## src/hw/rtl/fsd_pkg.sv

```systemverilog
package fsd_pkg;

  localparam logic [1:0] ST_PIXEL     = 2'd0;
  localparam logic [1:0] ST_HEADER    = 2'd1;
  localparam logic [1:0] ST_BADMAGIC  = 2'd2;
  localparam logic [1:0] ST_TRUNCATED = 2'd3;

  typedef struct packed {
    logic [7:0] in_byte;
    logic       end_of_stream;
  } in_item_t;

  typedef struct packed {
    logic [1:0]  status;
    logic [31:0] pixel_word;
    logic [31:0] image_width;
    logic [31:0] image_height;
    logic        last_pixel;
  } out_item_t;

  // Work handed from the parser to the result stage.
  // data holds {width, height} for a header, the R, G, B words in [47:0] for a pixel.
  typedef struct packed {
    logic [1:0]  status;
    logic [63:0] data;
    logic        last;
  } cmd_t;

endpackage

```

## src/hw/rtl/fsd_front.sv

```systemverilog
module fsd_front
  import fsd_pkg::*;
(
  input  logic     clk,
  input  logic     rst_n,
  input  logic     item_valid,
  input  in_item_t item,
  output logic     cmd_valid,
  output cmd_t     cmd
);

  localparam logic [1:0] PH_HEADER = 2'd0;
  localparam logic [1:0] PH_PIXELS = 2'd1;
  localparam logic [1:0] PH_ERROR  = 2'd2;
  localparam logic [1:0] PH_DONE   = 2'd3;

  localparam logic [3:0] HDR_LAST_MAGIC = 4'd7;
  localparam logic [3:0] HDR_LAST_WIDTH = 4'd11;
  localparam logic [3:0] HDR_LAST       = 4'd15;
  localparam logic [3:0] PIX_LAST_RGB   = 4'd5;
  localparam logic [3:0] PIX_LAST       = 4'd7;

  function automatic logic [7:0] magic_byte(input logic [2:0] idx);
    logic [7:0] c;
    case (idx)
      3'd0:    c = 8'h66;
      3'd1:    c = 8'h61;
      3'd2:    c = 8'h72;
      3'd3:    c = 8'h62;
      3'd4:    c = 8'h66;
      3'd5:    c = 8'h65;
      3'd6:    c = 8'h6c;
      3'd7:    c = 8'h64;
      default: c = 8'h00;
    endcase
    return c;
  endfunction

  logic [1:0]  phase_r, phase_nxt;
  logic [3:0]  byte_idx_r, byte_idx_nxt;
  logic        magic_good_r, magic_good_nxt;
  logic [31:0] width_r, width_nxt;
  logic [31:0] height_r, height_nxt;
  logic [31:0] col_r, col_nxt;
  logic [31:0] row_r, row_nxt;
  logic [47:0] chan_r, chan_nxt;

  logic [32:0] col_inc;
  logic [32:0] row_inc;
  logic        col_wrap;
  logic        row_wrap;

  assign col_inc  = {1'b0, col_r} + 33'd1;
  assign row_inc  = {1'b0, row_r} + 33'd1;
  assign col_wrap = col_inc >= {1'b0, width_r};
  assign row_wrap = row_inc >= {1'b0, height_r};

  always_comb begin
    phase_nxt      = phase_r;
    byte_idx_nxt   = byte_idx_r;
    magic_good_nxt = magic_good_r;
    width_nxt      = width_r;
    height_nxt     = height_r;
    col_nxt        = col_r;
    row_nxt        = row_r;
    chan_nxt       = chan_r;
    cmd_valid      = 1'b0;
    cmd            = '0;

    if (item_valid) begin
      if (item.end_of_stream) begin
        phase_nxt      = PH_HEADER;
        byte_idx_nxt   = '0;
        magic_good_nxt = 1'b1;
        width_nxt      = '0;
        height_nxt     = '0;
        col_nxt        = '0;
        row_nxt        = '0;
        chan_nxt       = '0;
        if (phase_r == PH_HEADER || phase_r == PH_PIXELS) begin
          cmd_valid  = 1'b1;
          cmd.status = ST_TRUNCATED;
        end
      end else begin
        case (phase_r)
          PH_HEADER: begin
            if (byte_idx_r <= HDR_LAST_MAGIC) begin
              if (item.in_byte != magic_byte(byte_idx_r[2:0])) begin
                magic_good_nxt = 1'b0;
              end
            end else if (byte_idx_r <= HDR_LAST_WIDTH) begin
              width_nxt = {width_r[23:0], item.in_byte};
            end else begin
              height_nxt = {height_r[23:0], item.in_byte};
            end
            if (byte_idx_r != HDR_LAST) begin
              byte_idx_nxt = byte_idx_r + 4'd1;
            end else begin
              byte_idx_nxt = '0;
              col_nxt      = '0;
              row_nxt      = '0;
              chan_nxt     = '0;
              cmd_valid    = 1'b1;
              if (!magic_good_r) begin
                phase_nxt  = PH_ERROR;
                cmd.status = ST_BADMAGIC;
              end else begin
                cmd.status = ST_HEADER;
                cmd.data   = {width_r, height_nxt};
                if (width_r == '0 || height_nxt == '0) begin
                  phase_nxt = PH_DONE;
                  cmd.last  = 1'b1;
                end else begin
                  phase_nxt = PH_PIXELS;
                end
              end
            end
          end
          PH_PIXELS: begin
            if (byte_idx_r <= PIX_LAST_RGB) begin
              chan_nxt = {chan_r[39:0], item.in_byte};
            end
            if (byte_idx_r != PIX_LAST) begin
              byte_idx_nxt = byte_idx_r + 4'd1;
            end else begin
              byte_idx_nxt = '0;
              chan_nxt     = '0;
              cmd_valid    = 1'b1;
              cmd.status   = ST_PIXEL;
              cmd.data     = {16'd0, chan_r};
              if (col_wrap) begin
                col_nxt = '0;
                if (row_wrap) begin
                  cmd.last  = 1'b1;
                  row_nxt   = '0;
                  phase_nxt = PH_DONE;
                end else begin
                  row_nxt = row_inc[31:0];
                end
              end else begin
                col_nxt = col_inc[31:0];
              end
            end
          end
          default: begin
          end
        endcase
      end
    end
  end

  always_ff @(posedge clk) begin
    if (!rst_n) begin
      phase_r      <= PH_HEADER;
      byte_idx_r   <= '0;
      magic_good_r <= 1'b1;
      width_r      <= '0;
      height_r     <= '0;
      col_r        <= '0;
      row_r        <= '0;
      chan_r       <= '0;
    end else begin
      phase_r      <= phase_nxt;
      byte_idx_r   <= byte_idx_nxt;
      magic_good_r <= magic_good_nxt;
      width_r      <= width_nxt;
      height_r     <= height_nxt;
      col_r        <= col_nxt;
      row_r        <= row_nxt;
      chan_r       <= chan_nxt;
    end
  end

endmodule

```

## src/hw/rtl/fsd_queue.sv

```systemverilog
module fsd_queue
  import fsd_pkg::*;
#(
  parameter int DEPTH = 2
) (
  input  logic clk,
  input  logic rst_n,
  input  logic push,
  input  cmd_t push_data,
  output logic full,
  input  logic pop,
  output logic head_valid,
  output cmd_t head_data
);

  localparam int PW = (DEPTH > 1) ? $clog2(DEPTH) : 1;
  localparam int CW = $clog2(DEPTH + 1);
  localparam logic [PW-1:0] PTR_LAST = PW'(DEPTH - 1);
  localparam logic [CW-1:0] CNT_FULL = CW'(DEPTH);

  cmd_t          slot_r [DEPTH];
  logic [PW-1:0] wr_ptr_r, wr_ptr_nxt;
  logic [PW-1:0] rd_ptr_r, rd_ptr_nxt;
  logic [CW-1:0] count_r, count_nxt;
  logic          do_push;
  logic          do_pop;

  assign full       = count_r == CNT_FULL;
  assign head_valid = count_r != '0;
  assign head_data  = slot_r[rd_ptr_r];
  assign do_push    = push && !full;
  assign do_pop     = pop && head_valid;

  always_comb begin
    wr_ptr_nxt = wr_ptr_r;
    rd_ptr_nxt = rd_ptr_r;
    count_nxt  = count_r;
    if (do_push) begin
      wr_ptr_nxt = (wr_ptr_r == PTR_LAST) ? '0 : wr_ptr_r + PW'(1);
    end
    if (do_pop) begin
      rd_ptr_nxt = (rd_ptr_r == PTR_LAST) ? '0 : rd_ptr_r + PW'(1);
    end
    if (do_push && !do_pop) begin
      count_nxt = count_r + CW'(1);
    end else if (do_pop && !do_push) begin
      count_nxt = count_r - CW'(1);
    end
  end

  always_ff @(posedge clk) begin
    if (do_push) begin
      slot_r[wr_ptr_r] <= push_data;
    end
  end

  always_ff @(posedge clk) begin
    if (!rst_n) begin
      wr_ptr_r <= '0;
      rd_ptr_r <= '0;
      count_r  <= '0;
    end else begin
      wr_ptr_r <= wr_ptr_nxt;
      rd_ptr_r <= rd_ptr_nxt;
      count_r  <= count_nxt;
    end
  end

endmodule

```

## src/hw/rtl/fsd_back.sv

```systemverilog
module fsd_back
  import fsd_pkg::*;
(
  input  logic      clk,
  input  logic      rst_n,
  input  logic      head_valid,
  input  cmd_t      head_data,
  output logic      pop,
  output logic      out_valid,
  input  logic      out_stall,
  output out_item_t out_data
);

  // ceil(v/257) = floor((v+256)/257); x>>8 overshoots the quotient by at most one.
  function automatic logic [7:0] reduce16(input logic [15:0] v);
    logic [16:0] x;
    logic [8:0]  q0;
    logic [16:0] prod;
    logic [8:0]  q;
    x    = {1'b0, v} + 17'd256;
    q0   = x[16:8];
    prod = {q0, 8'd0} + {8'd0, q0};
    q    = (prod > x) ? q0 - 9'd1 : q0;
    return q[7:0];
  endfunction

  logic      out_valid_r, out_valid_nxt;
  out_item_t out_data_r, out_data_nxt;

  assign pop       = head_valid && (!out_valid_r || !out_stall);
  assign out_valid = out_valid_r;
  assign out_data  = out_data_r;

  always_comb begin
    out_valid_nxt = out_valid_r;
    out_data_nxt  = out_data_r;
    if (out_valid_r && !out_stall) begin
      out_valid_nxt = 1'b0;
    end
    if (pop) begin
      out_valid_nxt           = 1'b1;
      out_data_nxt            = '0;
      out_data_nxt.status     = head_data.status;
      out_data_nxt.last_pixel = head_data.last;
      case (head_data.status)
        ST_PIXEL: begin
          out_data_nxt.pixel_word = {reduce16(head_data.data[47:32]),
                                     reduce16(head_data.data[31:16]),
                                     reduce16(head_data.data[15:0]), 8'd0};
        end
        ST_HEADER: begin
          out_data_nxt.image_width  = head_data.data[63:32];
          out_data_nxt.image_height = head_data.data[31:0];
        end
        default: begin
        end
      endcase
    end
  end

  always_ff @(posedge clk) begin
    out_data_r <= out_data_nxt;
  end

  always_ff @(posedge clk) begin
    if (!rst_n) begin
      out_valid_r <= 1'b0;
    end else begin
      out_valid_r <= out_valid_nxt;
    end
  end

endmodule

```

## src/hw/rtl/farbfeld_stream_decoder.sv

```systemverilog
// channel | ports                            | payload
// input   | in_valid, in_stall, in_data      | in_item_t: in_byte, end_of_stream
// output  | out_valid, out_stall, out_data   | out_item_t: status, pixel_word,
//         |                                  |   image_width, image_height, last_pixel
//
// One byte per cycle while in_stall is low; the byte completing a result is registered
// into a queue slot, then into the output register, which drives out_valid and out_data.
// The parser stalls only when the command queue is full.
// rst_n is synchronous; reset leaves the block awaiting a header.
// out_stall backs up into the queue, and then in_stall rises.
module farbfeld_stream_decoder
  import fsd_pkg::*;
#(
  parameter int QUEUE_DEPTH = 2
) (
  input  logic      clk,
  input  logic      rst_n,
  input  logic      in_valid,
  output logic      in_stall,
  input  in_item_t  in_data,
  output logic      out_valid,
  input  logic      out_stall,
  output out_item_t out_data
);

  logic q_full;
  logic accept;
  logic cmd_valid;
  cmd_t cmd;
  logic pop;
  logic head_valid;
  cmd_t head_data;

  assign in_stall = q_full;
  assign accept   = in_valid && !q_full;

  fsd_front u_front (
    .clk        (clk),
    .rst_n      (rst_n),
    .item_valid (accept),
    .item       (in_data),
    .cmd_valid  (cmd_valid),
    .cmd        (cmd)
  );

  fsd_queue #(
    .DEPTH (QUEUE_DEPTH)
  ) u_queue (
    .clk        (clk),
    .rst_n      (rst_n),
    .push       (cmd_valid),
    .push_data  (cmd),
    .full       (q_full),
    .pop        (pop),
    .head_valid (head_valid),
    .head_data  (head_data)
  );

  fsd_back u_back (
    .clk        (clk),
    .rst_n      (rst_n),
    .head_valid (head_valid),
    .head_data  (head_data),
    .pop        (pop),
    .out_valid  (out_valid),
    .out_stall  (out_stall),
    .out_data   (out_data)
  );

endmodule

```

## config.mk

```make
export PLATFORM = sky130hd
export DESIGN_NAME = farbfeld_stream_decoder
export DESIGN_NICKNAME = d
export VERILOG_FILES = /design/src/hw/rtl/fsd_pkg.sv /design/src/hw/rtl/fsd_front.sv /design/src/hw/rtl/fsd_queue.sv /design/src/hw/rtl/fsd_back.sv /design/src/hw/rtl/farbfeld_stream_decoder.sv
export SDC_FILE = /design/constraint.sdc
export NUM_CORES = 1
export LEC_CHECK = 0
export BUFFER_PORTS_ARGS = -buffer_cell sky130_fd_sc_hd__buf_4
export CAP_MARGIN = 20
export CELL_PAD_IN_SITES_DETAIL_PLACEMENT = 0
export CELL_PAD_IN_SITES_GLOBAL_PLACEMENT = 1
export CORE_MARGIN = 10
export CORE_UTILIZATION = 49
export DETAILED_ROUTE_END_ITERATION = 7
export HOLD_SLACK_MARGIN = 0.15
export PLACE_DENSITY = 0.82
export SYNTH_ARGS = -nofsm -noshare
export SYNTH_HDL_FRONTEND = slang
export SYNTH_SLANG_ARGS = --single-unit
export TNS_END_PERCENT = 30
```

## constraint.sdc

```tcl
create_clock -name clk -period 5.72 [get_ports clk]
set_input_delay 0.858 -clock clk [delete_from_list [all_inputs] [get_ports clk]]
set_output_delay 0.858 -clock clk [all_outputs]
set_load 0.01 [all_outputs]
```

==> metrics.md <==
| Metric | Value |
|---|---|
| Postcts setup bufs | `0` |
| DRT Wirelength | `approximately 54 mm` |
| Area growth, synth to finish | `12.0%` |
| CTS root buf | `clkbuf_16` |
| Global routing's busiest layer | `met2` |
| Max Cap Viol | `0` |
| Core area | `around 45000 um2` |
| Detail Route Antenna Nets | `0` |
| Switching share of total power | `30.3%` |
| Largest net degree at the start of global routing | `110` |
| Initial antenna violation count | `0` |
| Crit path max fanout | `32` |
| Fill cells | `~4000` |
| Met3 usage | `under 10%` |
| FF/Latch Area | `about 11000 um2` |
| Clk_skew | `about 0.012 ns` |
| Final min period | `around 5.0 ns` |
| CTS H-tree lvls | `2` |
| P_sw | `about 2.7 mW` |
| Pint | `between 6 and 7 mW` |
| Worst endpoint required time | `between 6 and 7 ns` |
| Antenna diodes | `0` |
| Sequential area share after synthesis | `between 40% and 50%` |
| Crit path largest cell delay | `roughly 0.64 ns` |
| Nature of the critical path startpoint | `register` |
| Pre-antenna DRT Iters | `5` |
| Synthesized area per cell | `~10 um2` |
| Initial Util | `49.4%` |
| Fraction of layout instances using a drive strength above 1 | `a little over a tenth` |
| Final Max Slew Viols | `0` |
| Main synth FF type | `edfxtp_1` |
| I/O pins | `114` |
| Slowest stage cell, crit path | `dfxtp_4` |
| Routed len/inst | `approximately 18 um` |
| Top-area cell type share of the netlist area | `between 30% and 40%` |
| DR iter-0 viols | `approximately 1500` |
| Row count | `78` |
| Clock slew seen by the registers of the worst setup and hold paths | `around 0.060 ns` |
| Cell accounting for the most synthesized area | `edfxtp_1` |
| Worst-Skew Late Latency | `around 0.58 ns` |
| Final-report hold violation count | `0` |
| Post-synth EDFFs | `between 200 and 250` |
| Worst path bufs/invs | `3` |
| Largest delay share family, worst path | `compound AO/OA/AOI/OAI gates` |
| Status | `finished, final reports clean` |
| Via Count | `~17000` |
| # hold bufs at CTS | `0` |
| Final setup vio count | `0` |
| Nets | `approximately 2500` |
| Met1 Resource Use GR | `between 20% and 30%` |
| Finished Layout Cells | `between 2000 and 3000` |
| Chip height | `234 um` |
| Vias in the first global route | `15890` |
| Post-synth top cells | `edfxtp_1 (225), nor2_1 (212), dfxtp_1 (194)` |
| Placed instance area | `between 20000 and 25000 um2` |
| Worst hold path class | `reg2reg` |
| Clock sink count | `between 400 and 500` |
| Gr usage total | `19.5%` |
| Pleak | `roughly 9.4 nW` |
| F_max | `between 200 and 250 MHz` |
| Slew headroom | `between 20 and 30%` |
| Footprint of the multi-input gates | `roughly 11000 um2` |
| WS Path Type | `reg2reg` |
| Period utilization | `between 80 and 90%` |
| Syn Inst Count | `2268` |
| Fin Setup TNS | `0 ns` |
| Synth top area cells | `edfxtp_1 (30%), dfxtp_1 (17%), ha_1 (6.4%)` |
| Port Buffers | `105` |
| Number of synthesized register bits | `between 400 and 500` |
| Ys Warns | `0` |
| Slew @ Worst Pin | `roughly 1.1 ns` |
| Combinational Power Share | `about a quarter` |
| CP Capture Type | `register` |
| PD cells | `~350 nW/um2` |
| Max IR drop VDD | `~0.00029 V` |
| Post-CTS resize count | `0` |
| Worst Path Arrival | `between 5 and 6 ns` |
| Distinct cells, synth | `103` |
| Die Area | `roughly 55000 um2` |
| RSZ-0062 raised after global routing | `no` |
| Design area | `25100 um2` |
| Synthesized area | `between 20000 and 25000 um2` |
| Clock buffer count from CTS | `43` |
| Synth async-reset ratio | `0%` |
| Die W | `around 230 um` |
| Placed insts | `about 2900` |
| First-pass GRT wire length | `between 80 and 90 mm` |
| Global route overflow | `0` |
| Met2 Use GR | `approximately 31%` |
| DP HPWL | `just under 40 mm` |
| TritonCTS clock tree | `built` |
| GPL Wtd Cong | `0.857` |
| Count leader, synth | `edfxtp_1` |
| DR DRC count | `0` |
| Clock network power share | `31.1%` |
| Vias per cell | `5.68` |
| Max Root-Sink Buffers | `3` |
| Sequential Power Share | `43.5%` |
| Cell-by-cell trace of the critical path | `mux2i_1, inv_1, ha_1, inv_1, a221oi_1, and2b_1, ha_1, nand2_1, nor2_1, o2111ai_1, a2111oi_2, ha_1, inv_1, or3_1, a31o_1, o21ai_2, or4_1, a21oi_1` |
## kinds of logic after synthesis
family / synth area share, %
other: 0.0167
AO/OA/AOI/OAI: 12.4
multiplexers: 4.97
XOR/XNOR: 4.40
adder cells (fa/ha/maj): 6.37
buffers and inverters: 4.35
AND/OR/NAND/NOR: 19.9
flip-flops: 47.5
## layer usage
layer | part of all wire [%] | routed length [um]
met1 | 46 | 24900
met2 | 47 | 25400
met3 | 5.2 | 2830
met4 | 2.2 | 1180
met5 | 0 | 0
## area by class of cell
type	instances	share of cell area [%]
Clock buffer	68	5.12
Sequential cell	419	42.5
Tap cell	600	2.99
Clock inverter	11	0.379
Multi-Input combinational cell	1622	43.3
Inverter	108	1.62
Timing Repair Buffer	132	4.08
## metrics by stage
step,power (mW),worst slack [ns],hold slack [ns],util [%]
global route,9.32,0.220,0.503,55.4
detailed placement,6.19,0.822,0.468,52.3
CTS,8.96,0.803,0.475,55.3
floorplan,5.31,0.655,0.450,-
global placement,6.13,0.883,0.462,52.2
finish,8.86,0.735,0.473,55.4
## layout by cell type, fill, tap and decap left out, types with 34 or more instances in the layout
cell type    n
a21oi_1     82
a22oi_1    104
and2_1      52
buf_4      129
clkbuf_16   46
dfxtp_1    193
edfxtp_1   225
ha_1       114
inv_1      105
mux2i_1     93
nand2_1    171
nand3_1    128
nand4_1     37
nor2_1     211
nor2b_1     98
nor3_1      34
o21ai_0     78
xnor2_1     62
xor2_1      38
## power groups by stage
stage	Sequential, mW	Combinational [mW]	Clock [mW]
after CTS	3.87	2.27	2.83
after detailed placement	3.93	2.26	0
final	3.86	2.25	2.76
after global routing	3.91	2.47	2.94
after floorplan	4.06	1.25	0
after global placement	3.92	2.21	0
## worst min-delay path, stage by stage (launching register included)
cell and delay [ns]:
dfxtp_1 0.32, nand3_1 0.07, nand2_1 0.04
## sequential cells by signal (all words and copies together), names as in the netlist, 2 cells and up, named ones only
name                count
u_front.width_r        32
u_queue.slot_r        134
u_front.height_r       32
u_front.byte_idx_r      4
u_front.row_r          32
u_queue.count_r         2
u_front.phase_r         2
u_front.chan_r         48
u_front.col_r          32
u_back.out_data        91
## final timing paths
check                                           end  slack [ns]  depth (start not counted)                      startpoint
setup / recovery  u_back.out_data[79]$_SDFFCE_PP0P_        0.74                         18                        register
hold / removal       u_front.row_r[15]$_SDFFE_PN0P_        0.47                          2  u_front.row_r[15]$_SDFFE_PN0P_
setup reg to reg  u_back.out_data[79]$_SDFFCE_PP0P_        0.74                         18                        register
hold reg to reg      u_front.row_r[15]$_SDFFE_PN0P_        0.47                          2  u_front.row_r[15]$_SDFFE_PN0P_
(Power assumes the default switching activity.)
